### src/aarch64_relocation_patcher_top_defines.svh
// Assertion macros for the relocation patcher top level.
// Used by aarch64_relocation_patcher_top.sv; expects clk and rst_n in scope.
`ifndef AARCH64_RELOCATION_PATCHER_TOP_DEFINES_SVH
`define AARCH64_RELOCATION_PATCHER_TOP_DEFINES_SVH

// Same-cycle implication, checked out of reset
`define ARP_ASSERT_NOW(lbl, ante, cons, msg) \
    lbl: assert property (@(posedge clk) disable iff (!rst_n) (ante) |-> (cons)) \
        else $error(msg);

// Next-cycle implication, checked out of reset
`define ARP_ASSERT_NEXT(lbl, ante, cons, msg) \
    lbl: assert property (@(posedge clk) disable iff (!rst_n) (ante) |=> (cons)) \
        else $error(msg);

`endif

### src/arp_pkg.sv
// Shared types and constants of the AArch64 relocation patcher.
// No dependencies; imported by arp_addr, arp_encode and the top level.
package arp_pkg;

    // Configuration register indexes
    localparam logic [7:0] CFG_VIRT_OFFSET = 8'd0;
    localparam logic [7:0] CFG_EXEC_MODE   = 8'd1;

    // Symbol kinds
    localparam logic [2:0] KIND_SECTION = 3'd0;
    localparam logic [2:0] KIND_UNDEF   = 3'd1;
    localparam logic [2:0] KIND_COMMON  = 3'd2;
    localparam logic [2:0] KIND_ABS     = 3'd3;
    localparam logic [2:0] KIND_SYSBASE = 3'd4;

    // Address the system base symbol resolves to
    localparam logic [63:0] SYSBASE_ADDR = 64'd4;

    // ABI relocation types
    localparam logic [15:0] R_NONE              = 16'd0;
    localparam logic [15:0] R_ABS64             = 16'd257;
    localparam logic [15:0] R_ABS32             = 16'd258;
    localparam logic [15:0] R_PREL64            = 16'd260;
    localparam logic [15:0] R_PREL32            = 16'd261;
    localparam logic [15:0] R_MOVW_UABS_G0      = 16'd263;
    localparam logic [15:0] R_MOVW_UABS_G0_NC   = 16'd264;
    localparam logic [15:0] R_MOVW_UABS_G1      = 16'd265;
    localparam logic [15:0] R_MOVW_UABS_G1_NC   = 16'd266;
    localparam logic [15:0] R_MOVW_UABS_G2      = 16'd267;
    localparam logic [15:0] R_MOVW_UABS_G2_NC   = 16'd268;
    localparam logic [15:0] R_MOVW_UABS_G3      = 16'd269;
    localparam logic [15:0] R_LD_PREL_LO19      = 16'd273;
    localparam logic [15:0] R_ADR_PREL_LO21     = 16'd274;
    localparam logic [15:0] R_ADR_PREL_PG_HI21  = 16'd275;
    localparam logic [15:0] R_ADR_PREL_PG_HI21N = 16'd276;
    localparam logic [15:0] R_ADD_ABS_LO12_NC   = 16'd277;
    localparam logic [15:0] R_LDST8_LO12_NC     = 16'd278;
    localparam logic [15:0] R_TSTBR14           = 16'd279;
    localparam logic [15:0] R_CONDBR19          = 16'd280;
    localparam logic [15:0] R_JUMP26            = 16'd282;
    localparam logic [15:0] R_CALL26            = 16'd283;
    localparam logic [15:0] R_LDST16_LO12_NC    = 16'd284;
    localparam logic [15:0] R_LDST32_LO12_NC    = 16'd285;
    localparam logic [15:0] R_LDST64_LO12_NC    = 16'd286;
    localparam logic [15:0] R_LDST128_LO12_NC   = 16'd299;
    localparam logic [15:0] R_ADR_GOT_PAGE      = 16'd311;
    localparam logic [15:0] R_LD64_GOT_LO12_NC  = 16'd312;

    typedef enum logic [2:0] {
        ST_PATCHED = 3'd0,
        ST_NOP     = 3'd1,
        ST_UNDEF   = 3'd2,
        ST_COMMON  = 3'd3,
        ST_UNKNOWN = 3'd4
    } arp_status_t;

    typedef enum logic [1:0] {
        WB_NONE = 2'd0,
        WB_W4   = 2'd1,
        WB_W8   = 2'd2
    } arp_wbytes_t;

    // One captured request
    typedef struct packed {
        logic [15:0] cmd;
        logic [63:0] old_word;
        logic [63:0] sym_value;
        logic [63:0] addend;
        logic [63:0] place_addr;
        logic [2:0]  sym_kind;
        logic [63:0] sym_sec_load;
        logic [63:0] sym_sec_link;
        logic [63:0] tgt_sec_load;
        logic [63:0] tgt_sec_link;
        logic        same_section;
    } arp_req_t;

    // Resolved addresses handed from the address stage to the encoder
    typedef struct packed {
        logic [15:0] cmd;
        logic [2:0]  sym_kind;
        logic        same_section;
        logic [63:0] old_word;
        logic [63:0] tgt;      // S + A + virtual offset
        logic [63:0] tgtx;     // target as used by the low-12, MOVW and GOT forms
        logic [63:0] rel;      // S + A - P
        logic [63:0] pv;       // P + virtual offset
        logic [63:0] move;     // section displacement, symbol vs. target
        logic [63:0] shifted;  // old word + section displacement + virtual offset
    } arp_mid_t;

    typedef struct packed {
        logic [63:0] new_word;
        arp_wbytes_t write_bytes;
        arp_status_t status;
    } arp_res_t;

endpackage

### src/aarch64_relocation_patcher_top.sv
// Top level of the AArch64 RELA relocation patcher: request capture, address
// stage, encoder stage, result register. Depends on arp_pkg, arp_addr,
// arp_encode and aarch64_relocation_patcher_top_defines.svh.
//
//   channel | handshake             | payload
//   --------+-----------------------+---------------------------------------
//   request | req_valid / req_stall | cmd .. same_section
//   result  | res_valid / res_stall | new_word, write_bytes, status
//   config  | cfg_valid / cfg_ready | cfg_index, cfg_data
//
// One request per cycle sustained while the result channel is not stalled; a
// request passes through the request, address and result registers before
// res_valid rises.
// A stalled result holds the whole pipeline only once all three stages are full.
// Reset clears the stage valid bits and both configuration registers.
// cfg_ready is always high; writes take effect on the next cycle.
`include "aarch64_relocation_patcher_top_defines.svh"

module aarch64_relocation_patcher_top import arp_pkg::*;
(
    input  logic               clk,
    input  logic               rst_n,
    // request channel
    input  logic               req_valid,
    output logic               req_stall,
    input  logic [15:0]        cmd,
    input  logic [63:0]        old_word,
    input  logic [63:0]        sym_value,
    input  logic signed [63:0] addend,
    input  logic [63:0]        place_addr,
    input  logic [2:0]         sym_kind,
    input  logic [63:0]        sym_sec_load,
    input  logic [63:0]        sym_sec_link,
    input  logic [63:0]        tgt_sec_load,
    input  logic [63:0]        tgt_sec_link,
    input  logic               same_section,
    // result channel
    output logic               res_valid,
    input  logic               res_stall,
    output logic [63:0]        new_word,
    output logic [1:0]         write_bytes,
    output logic [2:0]         status,
    // configuration channel
    input  logic               cfg_valid,
    output logic               cfg_ready,
    input  logic [7:0]         cfg_index,
    input  logic [63:0]        cfg_data
);

    logic        req_v_reg;
    logic        req_v_next;
    logic        mid_v_reg;
    logic        mid_v_next;
    logic        res_v_reg;
    logic        res_v_next;
    arp_req_t    req_q_reg;
    arp_mid_t    mid_q_reg;
    arp_res_t    res_q_reg;
    logic [63:0] virt_offset_reg;
    logic        exec_mode_reg;

    logic        adv_req;
    logic        adv_mid;
    logic        adv_res;
    arp_req_t    req_in;
    arp_mid_t    mid_d;
    arp_res_t    res_d;

    // Configuration writes
    assign cfg_ready = 1'b1;

    always_ff @(posedge clk or negedge rst_n)
    begin
        if (!rst_n)
        begin
            virt_offset_reg <= '0;
            exec_mode_reg   <= 1'b0;
        end
        else if (cfg_valid && cfg_ready)
        begin
            if (cfg_index == CFG_VIRT_OFFSET)
            begin
                virt_offset_reg <= cfg_data;
            end
            else if (cfg_index == CFG_EXEC_MODE)
            begin
                exec_mode_reg <= cfg_data[0];
            end
        end
    end

    // Stage advance: a stage moves when it is empty or its successor moves
    assign adv_res   = !res_v_reg || !res_stall;
    assign adv_mid   = !mid_v_reg || adv_res;
    assign adv_req   = !req_v_reg || adv_mid;
    assign req_stall = !adv_req;

    assign req_v_next = adv_req ? req_valid : req_v_reg;
    assign mid_v_next = adv_mid ? req_v_reg : mid_v_reg;
    assign res_v_next = adv_res ? mid_v_reg : res_v_reg;

    always_ff @(posedge clk or negedge rst_n)
    begin
        if (!rst_n)
        begin
            req_v_reg <= 1'b0;
            mid_v_reg <= 1'b0;
            res_v_reg <= 1'b0;
        end
        else
        begin
            req_v_reg <= req_v_next;
            mid_v_reg <= mid_v_next;
            res_v_reg <= res_v_next;
        end
    end

    // Request capture
    always_comb
    begin
        req_in.cmd          = cmd;
        req_in.old_word     = old_word;
        req_in.sym_value    = sym_value;
        req_in.addend       = $unsigned(addend);
        req_in.place_addr   = place_addr;
        req_in.sym_kind     = sym_kind;
        req_in.sym_sec_load = sym_sec_load;
        req_in.sym_sec_link = sym_sec_link;
        req_in.tgt_sec_load = tgt_sec_load;
        req_in.tgt_sec_link = tgt_sec_link;
        req_in.same_section = same_section;
    end

    // Datapath registers, loaded only when the stage advances with data
    always_ff @(posedge clk)
    begin
        if (adv_req && req_valid)
        begin
            req_q_reg <= req_in;
        end
        if (adv_mid && req_v_reg)
        begin
            mid_q_reg <= mid_d;
        end
        if (adv_res && mid_v_reg)
        begin
            res_q_reg <= res_d;
        end
    end

    arp_addr u_addr
    (
        .req         (req_q_reg),
        .virt_offset (virt_offset_reg),
        .exec_mode   (exec_mode_reg),
        .mid         (mid_d)
    );

    arp_encode u_encode
    (
        .mid       (mid_q_reg),
        .exec_mode (exec_mode_reg),
        .res       (res_d)
    );

    // Result channel
    assign res_valid   = res_v_reg;
    assign new_word    = res_q_reg.new_word;
    assign write_bytes = res_q_reg.write_bytes;
    assign status      = res_q_reg.status;

    // Checks
    `ARP_ASSERT_NOW(a_wb_code, res_valid,
        (write_bytes == WB_NONE || write_bytes == WB_W4 || write_bytes == WB_W8),
        "write_bytes outside its codes")
    `ARP_ASSERT_NOW(a_write_iff_patched, res_valid,
        ((write_bytes == WB_NONE) == (status != ST_PATCHED)),
        "write size disagrees with status")
    `ARP_ASSERT_NOW(a_w4_upper_zero, (res_valid && write_bytes == WB_W4),
        (new_word[63:32] == 32'd0), "4-byte result has upper bits set")
    `ARP_ASSERT_NOW(a_stall_only_full, req_stall,
        (req_v_reg && mid_v_reg && res_v_reg && res_stall),
        "request stalled with room in pipeline")
    `ARP_ASSERT_NEXT(a_take_fills, (req_valid && !req_stall), req_v_reg,
        "accepted request not held in request register")

endmodule

### src/arp_addr.sv
// Address stage: forms the symbol address and all wide sums of one request.
// Depends on arp_pkg.
module arp_addr import arp_pkg::*;
(
    input  arp_req_t    req,
    input  logic [63:0] virt_offset,
    input  logic        exec_mode,
    output arp_mid_t    mid
);

    logic        is_abs;
    logic        is_sb;
    logic [63:0] sl_e;
    logic [63:0] sk_e;
    logic [63:0] vo_e;
    logic [63:0] full_tgt;
    logic [63:0] tgt;

    // Absolute kinds ignore the section terms; system base drops the offset too
    assign is_abs = (req.sym_kind == KIND_ABS) || (req.sym_kind == KIND_SYSBASE);
    assign is_sb  = (req.sym_kind == KIND_SYSBASE);
    assign sl_e   = is_abs ? '0 : req.sym_sec_load;
    assign sk_e   = is_abs ? '0 : req.sym_sec_link;
    assign vo_e   = is_sb  ? '0 : virt_offset;

    // Multi-operand sums, one adder tree each
    assign full_tgt = sl_e - sk_e + req.sym_value + req.addend + vo_e;
    assign tgt      = is_sb ? (SYSBASE_ADDR + req.addend) : full_tgt;

    always_comb
    begin
        mid.cmd          = req.cmd;
        mid.sym_kind     = req.sym_kind;
        mid.same_section = req.same_section;
        mid.old_word     = req.old_word;
        mid.tgt          = tgt;
        mid.tgtx         = (is_sb && exec_mode) ? (req.sym_value + req.addend) : tgt;
        mid.rel          = is_sb ? (SYSBASE_ADDR + req.addend - req.place_addr)
                                 : (sl_e - sk_e + req.sym_value + req.addend
                                    - req.place_addr);
        mid.pv           = req.place_addr + vo_e;
        mid.move         = sl_e - req.tgt_sec_load - sk_e + req.tgt_sec_link;
        mid.shifted      = req.old_word + sl_e - sk_e + vo_e;
    end

endmodule

### src/arp_encode.sv
// Encoder stage: picks the relocation form and inserts the immediate fields.
// Depends on arp_pkg; only narrow adds here, the wide sums come from arp_addr.
module arp_encode import arp_pkg::*;
(
    input  arp_mid_t mid,
    input  logic     exec_mode,
    output arp_res_t res
);

    // ADR/ADRP immediate: immlo at [30:29], immhi at [23:5]
    function automatic logic [31:0] adr_ins(input logic [31:0] ow, input logic [20:0] off);
        adr_ins = (ow & 32'h9F00001F) | {1'b0, off[1:0], 5'd0, off[20:2], 5'd0};
    endfunction

    logic [31:0] ow;
    logic [20:0] pg;
    logic [20:0] pgx;
    logic [20:0] adr_off;
    logic [25:0] b26;
    logic [18:0] b19;
    logic [13:0] b14;
    logic [2:0]  lsh;
    logic [11:0] lo12;
    logic [15:0] mw;
    logic [31:0] r;
    logic        skip;
    logic        w32;
    logic        w64;
    logic        ex_same;

    assign ow      = mid.old_word[31:0];
    assign ex_same = exec_mode && mid.same_section;

    // Page and low-21 offsets only need the bits that land in the field
    assign pg      = mid.tgt[32:12]  - mid.pv[32:12];
    assign pgx     = mid.tgtx[32:12] - mid.pv[32:12];
    assign adr_off = mid.tgt[20:0]   - mid.pv[20:0];

    // Branch offsets: linked words move by the displacement, objects take S+A-P
    assign b26 = exec_mode ? (ow[25:0] + mid.move[27:2]) : mid.rel[27:2];
    assign b19 = exec_mode ? (ow[23:5] + mid.move[20:2]) : mid.rel[20:2];
    assign b14 = exec_mode ? (ow[18:5] + mid.move[15:2]) : mid.rel[15:2];

    // Load/store scale for the low-12 forms
    always_comb
    begin
        case (mid.cmd)
            R_LDST16_LO12_NC:  lsh = 3'd1;
            R_LDST32_LO12_NC:  lsh = 3'd2;
            R_LDST64_LO12_NC:  lsh = 3'd3;
            R_LDST128_LO12_NC: lsh = 3'd4;
            default:           lsh = 3'd0;
        endcase
    end
    assign lo12 = mid.tgtx[11:0] >> lsh;

    // MOVW halfword select
    always_comb
    begin
        case (mid.cmd)
            R_MOVW_UABS_G1, R_MOVW_UABS_G1_NC: mw = mid.tgtx[31:16];
            R_MOVW_UABS_G2, R_MOVW_UABS_G2_NC: mw = mid.tgtx[47:32];
            R_MOVW_UABS_G3:                    mw = mid.tgtx[63:48];
            default:                           mw = mid.tgtx[15:0];
        endcase
    end

    // Form select and result
    always_comb
    begin
        r               = '0;
        skip            = 1'b0;
        w32             = 1'b0;
        w64             = 1'b0;
        res.new_word    = mid.old_word;
        res.write_bytes = WB_NONE;
        res.status      = ST_PATCHED;
        if (mid.cmd == R_NONE)
        begin
            res.status = ST_NOP;
        end
        else if (mid.sym_kind == KIND_UNDEF)
        begin
            res.status = ST_UNDEF;
        end
        else if (mid.sym_kind == KIND_COMMON)
        begin
            res.status = ST_COMMON;
        end
        else
        begin
            w32 = 1'b1;
            case (mid.cmd)
                R_ABS64:
                begin
                    w32 = 1'b0;
                    w64 = 1'b1;
                    res.new_word = exec_mode ? mid.shifted : mid.tgt;
                end
                R_ABS32:
                    r = exec_mode ? mid.shifted[31:0] : mid.tgt[31:0];
                R_PREL64:
                begin
                    w32 = 1'b0;
                    w64 = 1'b1;
                    res.new_word = mid.rel;
                end
                R_PREL32:
                begin
                    skip = ex_same;
                    r    = exec_mode ? (ow + mid.move[31:0]) : mid.rel[31:0];
                end
                R_JUMP26, R_CALL26:
                begin
                    skip = ex_same;
                    r    = {ow[31:26], b26};
                end
                R_ADR_PREL_PG_HI21, R_ADR_PREL_PG_HI21N:
                begin
                    skip = ex_same;
                    r    = adr_ins(ow, pg);
                end
                R_ADR_PREL_LO21:
                begin
                    skip = ex_same;
                    r    = adr_ins(ow, adr_off);
                end
                R_ADD_ABS_LO12_NC, R_LDST8_LO12_NC, R_LDST16_LO12_NC,
                R_LDST32_LO12_NC, R_LDST64_LO12_NC, R_LDST128_LO12_NC:
                    r = {ow[31:22], lo12, ow[9:0]};
                R_MOVW_UABS_G0, R_MOVW_UABS_G0_NC, R_MOVW_UABS_G1, R_MOVW_UABS_G1_NC,
                R_MOVW_UABS_G2, R_MOVW_UABS_G2_NC, R_MOVW_UABS_G3:
                    r = {ow[31:21], mw, ow[4:0]};
                R_LD_PREL_LO19, R_CONDBR19:
                begin
                    skip = ex_same;
                    r    = {ow[31:24], b19, ow[4:0]};
                end
                R_TSTBR14:
                begin
                    skip = ex_same;
                    r    = {ow[31:19], b14, ow[4:0]};
                end
                R_ADR_GOT_PAGE:
                    r = adr_ins(ow, pgx);
                R_LD64_GOT_LO12_NC:
                    // GOT load relaxed to ADD Xd, Xn, #lo12
                    r = 32'h91000000 | {10'd0, mid.tgtx[11:0], ow[9:0]};
                default:
                begin
                    w32        = 1'b0;
                    res.status = ST_UNKNOWN;
                end
            endcase
            if (skip)
            begin
                res.status = ST_NOP;
            end
            else if (w32)
            begin
                res.new_word    = {32'd0, r};
                res.write_bytes = WB_W4;
            end
            else if (w64)
            begin
                res.write_bytes = WB_W8;
            end
        end
    end

endmodule
### config.mk
export PLATFORM = sky130hd
export DESIGN_NAME = aarch64_relocation_patcher_top
export DESIGN_NICKNAME = d
export VERILOG_FILES = /design/src/arp_pkg.sv /design/src/aarch64_relocation_patcher_top.sv /design/src/arp_addr.sv /design/src/arp_encode.sv
export VERILOG_INCLUDE_DIRS = /design/src /design/src/src
export SDC_FILE = /design/constraint.sdc
export NUM_CORES = 2
export LEC_CHECK = 0
export BUFFER_PORTS_ARGS = -buffer_cell sky130_fd_sc_hd__buf_2
export CAP_MARGIN = 20
export CORE_UTILIZATION = 30
export CTS_BUF_LIST = sky130_fd_sc_hd__clkbuf_16
export CTS_CLUSTER_DIAMETER = 30
export CTS_CLUSTER_SIZE = 8
export DETAILED_ROUTE_END_ITERATION = 6
export GPL_TIMING_DRIVEN = 0
export MAX_ROUTING_LAYER = met4
export PLACE_DENSITY = 0.52
export SETUP_SLACK_MARGIN = 0.15
export SYNTH_ARGS = -nofsm -noshare
export SYNTH_HDL_FRONTEND = slang
export SYNTH_HIERARCHICAL = 1
export SYNTH_SLANG_ARGS = --single-unit
### constraint.sdc
create_clock -name clk -period 38.7 [get_ports clk]
set_input_delay 3.87 -clock clk [delete_from_list [all_inputs] [get_ports clk]]
set_output_delay 3.87 -clock clk [all_outputs]
set_load 0.02 [all_outputs]
==> impl_metrics.py <==
metrics = {
    "run_status": {
        "status": "completed",
    },
    "place": {
        "place_hpwl_mm": 343,
        "port-buffer-count": 615,
        "routabilityCongestion": 1.01,
        "dp_worst_setup_slack_ns": 26.68,
    },
    "synthesis": {
        "syn_inst": 7889,
        "syn_nets": 9339,
        "synth.avg_cell_area_um2": 9.89,
        "yosysWarnings": 6,
        "synth_area_um2": 78000,
    },
    "layout": {
        "n_fill_cell": 25861,
        "regArea_um2": 30000,
        "num-nets-final": 10327,
        "multi_input_area_um2": 43200,
        "syn2layout_area_growth_pct": 23.4,
        "fin_util": 0.374,
        "largest_reg_flops": 468,
        "drive_gt1_frac": 0.165,
    },
    "clocking": {
        "cts_made_buffers": 279,
        "cts_resized": 0,
        "postCtsSetupBuffers": 0,
        "cts.sinks": 1010,
        "htree_num_levels": 5,
        "cts_root_buffer": "clkbuf_16",
        "postCtsHoldBufs": 0,
        "cts_tree": "built",
        "clkSlewWorstSetupHoldPaths_ns": 0.04,
        "cts.path.max_buffers": 4,
        "clkLatencyLatePin_ns": 0.91,
    },
    "die": {
        "std_cell_rows": 186,
        "io_pins": 681,
        "die_x_um": 512,
        "dieArea_um2": 262000,
        "fp.coreArea_um2": 258000,
        "start_util": 0.303,
        "die_h_um": 512,
    },
    "sta": {
        "setup_viol": 0,
        "fmax_ghz": 0.0803,
        "fin_ws_ns": 26.25,
        "min_period_ns": 12.45,
        "fin_tns_setup_ns": 0,
        "slew-limit-headroom": 0.145,
        "rsz0062_at_grt": "false",
        "finClkSkew_ns": 0.0620,
        "tightest_slew_ns": 1.28,
        "finalHoldViolCount": 0,
        "finalCritPeriodShare": 0.322,
        "slew_violations": 0,
    },
    "detailed_routing": {
        "dr.pass1.iters": 7,
        "drc": 0,
        "ant_nets": 0,
        "first_iter_violations": 7185,
        "finalWirelength_mm": 407,
        "wire_per_inst_um": 32.5,
        "route.vias.total": 68809,
        "vias_per_cell": 5.50,
    },
    "critical_path": {
        "arrival_ns": 13.07,
        "reg2reg_from": "req_q_reg[258]$_DFFE_PP_",
        "cp_slowest_cell": "a221oi_1",
        "cp_num_buf_inv": 4,
        "critical_path_depth": 34,
        "cp_max_fo": 10,
        "startpoint_type": "flop",
        "crit_start": "req_q_reg[258]$_DFFE_PP_",
        "worstPathRequired_ns": 39.32,
        "reg2regPathDepth": 34,
        "path_class": "flop to flop",
        "crit_path_end_kind": "flop",
        "crit_family": "compound AO/OA/AOI/OAI gates",
        "reg2reg_slack_ns": 26.25,
        "max_stage_delay_ns": 1.09,
    },
    "pwr": {
        "powerDensity_nw_per_um2": 87.7,
        "ir_drop_mv": 0.0420,
        "power_leakage_nw": 41.9,
    },
    "min_path": {
        "worstHoldStart": "virt_offset_reg[22]$_DFFE_PN0P_",
        "hold_path_depth": 1,
        "hp-class": "flop to flop",
    },
    "global_route": {
        "first_global_vias": 67774,
        "gr-total-overflow": 0,
        "grt_pass1_wl_mm": 551,
        "antenna_found_initial": 42,
        "grt_max_degree": 75,
        "grt_usage": 0.312,
    },
    "flow_run": {
        "drv_cap": 0,
    },
}
-- cells in the final DEF (no fill, tap or decap), types with 69 or more instances in the layout --
master	n
clkbuf_16	281
edfxtp_1	942
buf_2	647
nor2_1	433
and2_1	112
xor2_1	167
nor3_1	124
a221oi_1	69
xnor2_1	324
mux2_2	117
and3_1	70
a21o_1	294
o21bai_1	83
ha_1	515
o21ai_0	376
clkbuf_1	199
inv_1	865
fa_1	326
a21oi_1	666
nand2_1	684
nand4_1	100
nand3_1	173
buf_4	111
o21a_1	95
a31oi_1	77
-- final timing paths --
| path | end |
|---|---|
| min | virt_offset_reg[22]$_DFFE_PN0P_ |
| max | mid_q_reg[316]$_DFFE_PP_ |
| max reg2reg | mid_q_reg[316]$_DFFE_PP_ |
| min in group asynchronous | req_v_reg$_DFFE_PN0N_ |
| min reg2reg | virt_offset_reg[22]$_DFFE_PN0P_ |
| max in group asynchronous | virt_offset_reg[58]$_DFFE_PN0P_ |
-- report_power, final --
part | total [mW] | internal [mW] | switching [mW]
sequential | 1.89 | 1.58 | 0.308
combinational | 4.27 | 1.45 | 2.83
clock | 2.28 | 1.52 | 0.762
-- stage by stage --
stage | instance area [um2] | hold slack, ns | instances | power (mW)
floorplan | 78000 | 0.449 | 7889 | 4.35
finish | 96200 | 0.488 | 12515 | 8.44
global placement | 85300 | 0.463 | 11888 | 6.06
detailed placement | 86800 | 0.481 | 11977 | 6.03
CTS | 96200 | 0.490 | 12484 | 8.36
global route | 96200 | 0.509 | 12508 | 8.84
-- cell type report --
cell class	count	area share
Tap cell	3384	0.0440
Sequential cell	1010	0.312
Clock buffer	281	0.0731
Clock inverter	226	0.0240
Antenna cell	28	0.000728
Inverter	837	0.0326
Multi-Input combinational cell	5682	0.449
Buffer	360	0.0187
Timing Repair Buffer	707	0.0464
-- metal layers --
| layer | vias up | global-route usage | wire length [um] |
|---|---|---|---|
| li1 | 30497 | - | - |
| met1 | 34797 | 0.442 | 191000 |
| met2 | 3020 | 0.456 | 175000 |
| met3 | 495 | 0.0516 | 29900 |
| met4 | 0 | 0.0862 | 11700 |
| met5 | - | - | 0 |
Note: power is estimated with default switching activity, not from simulation.
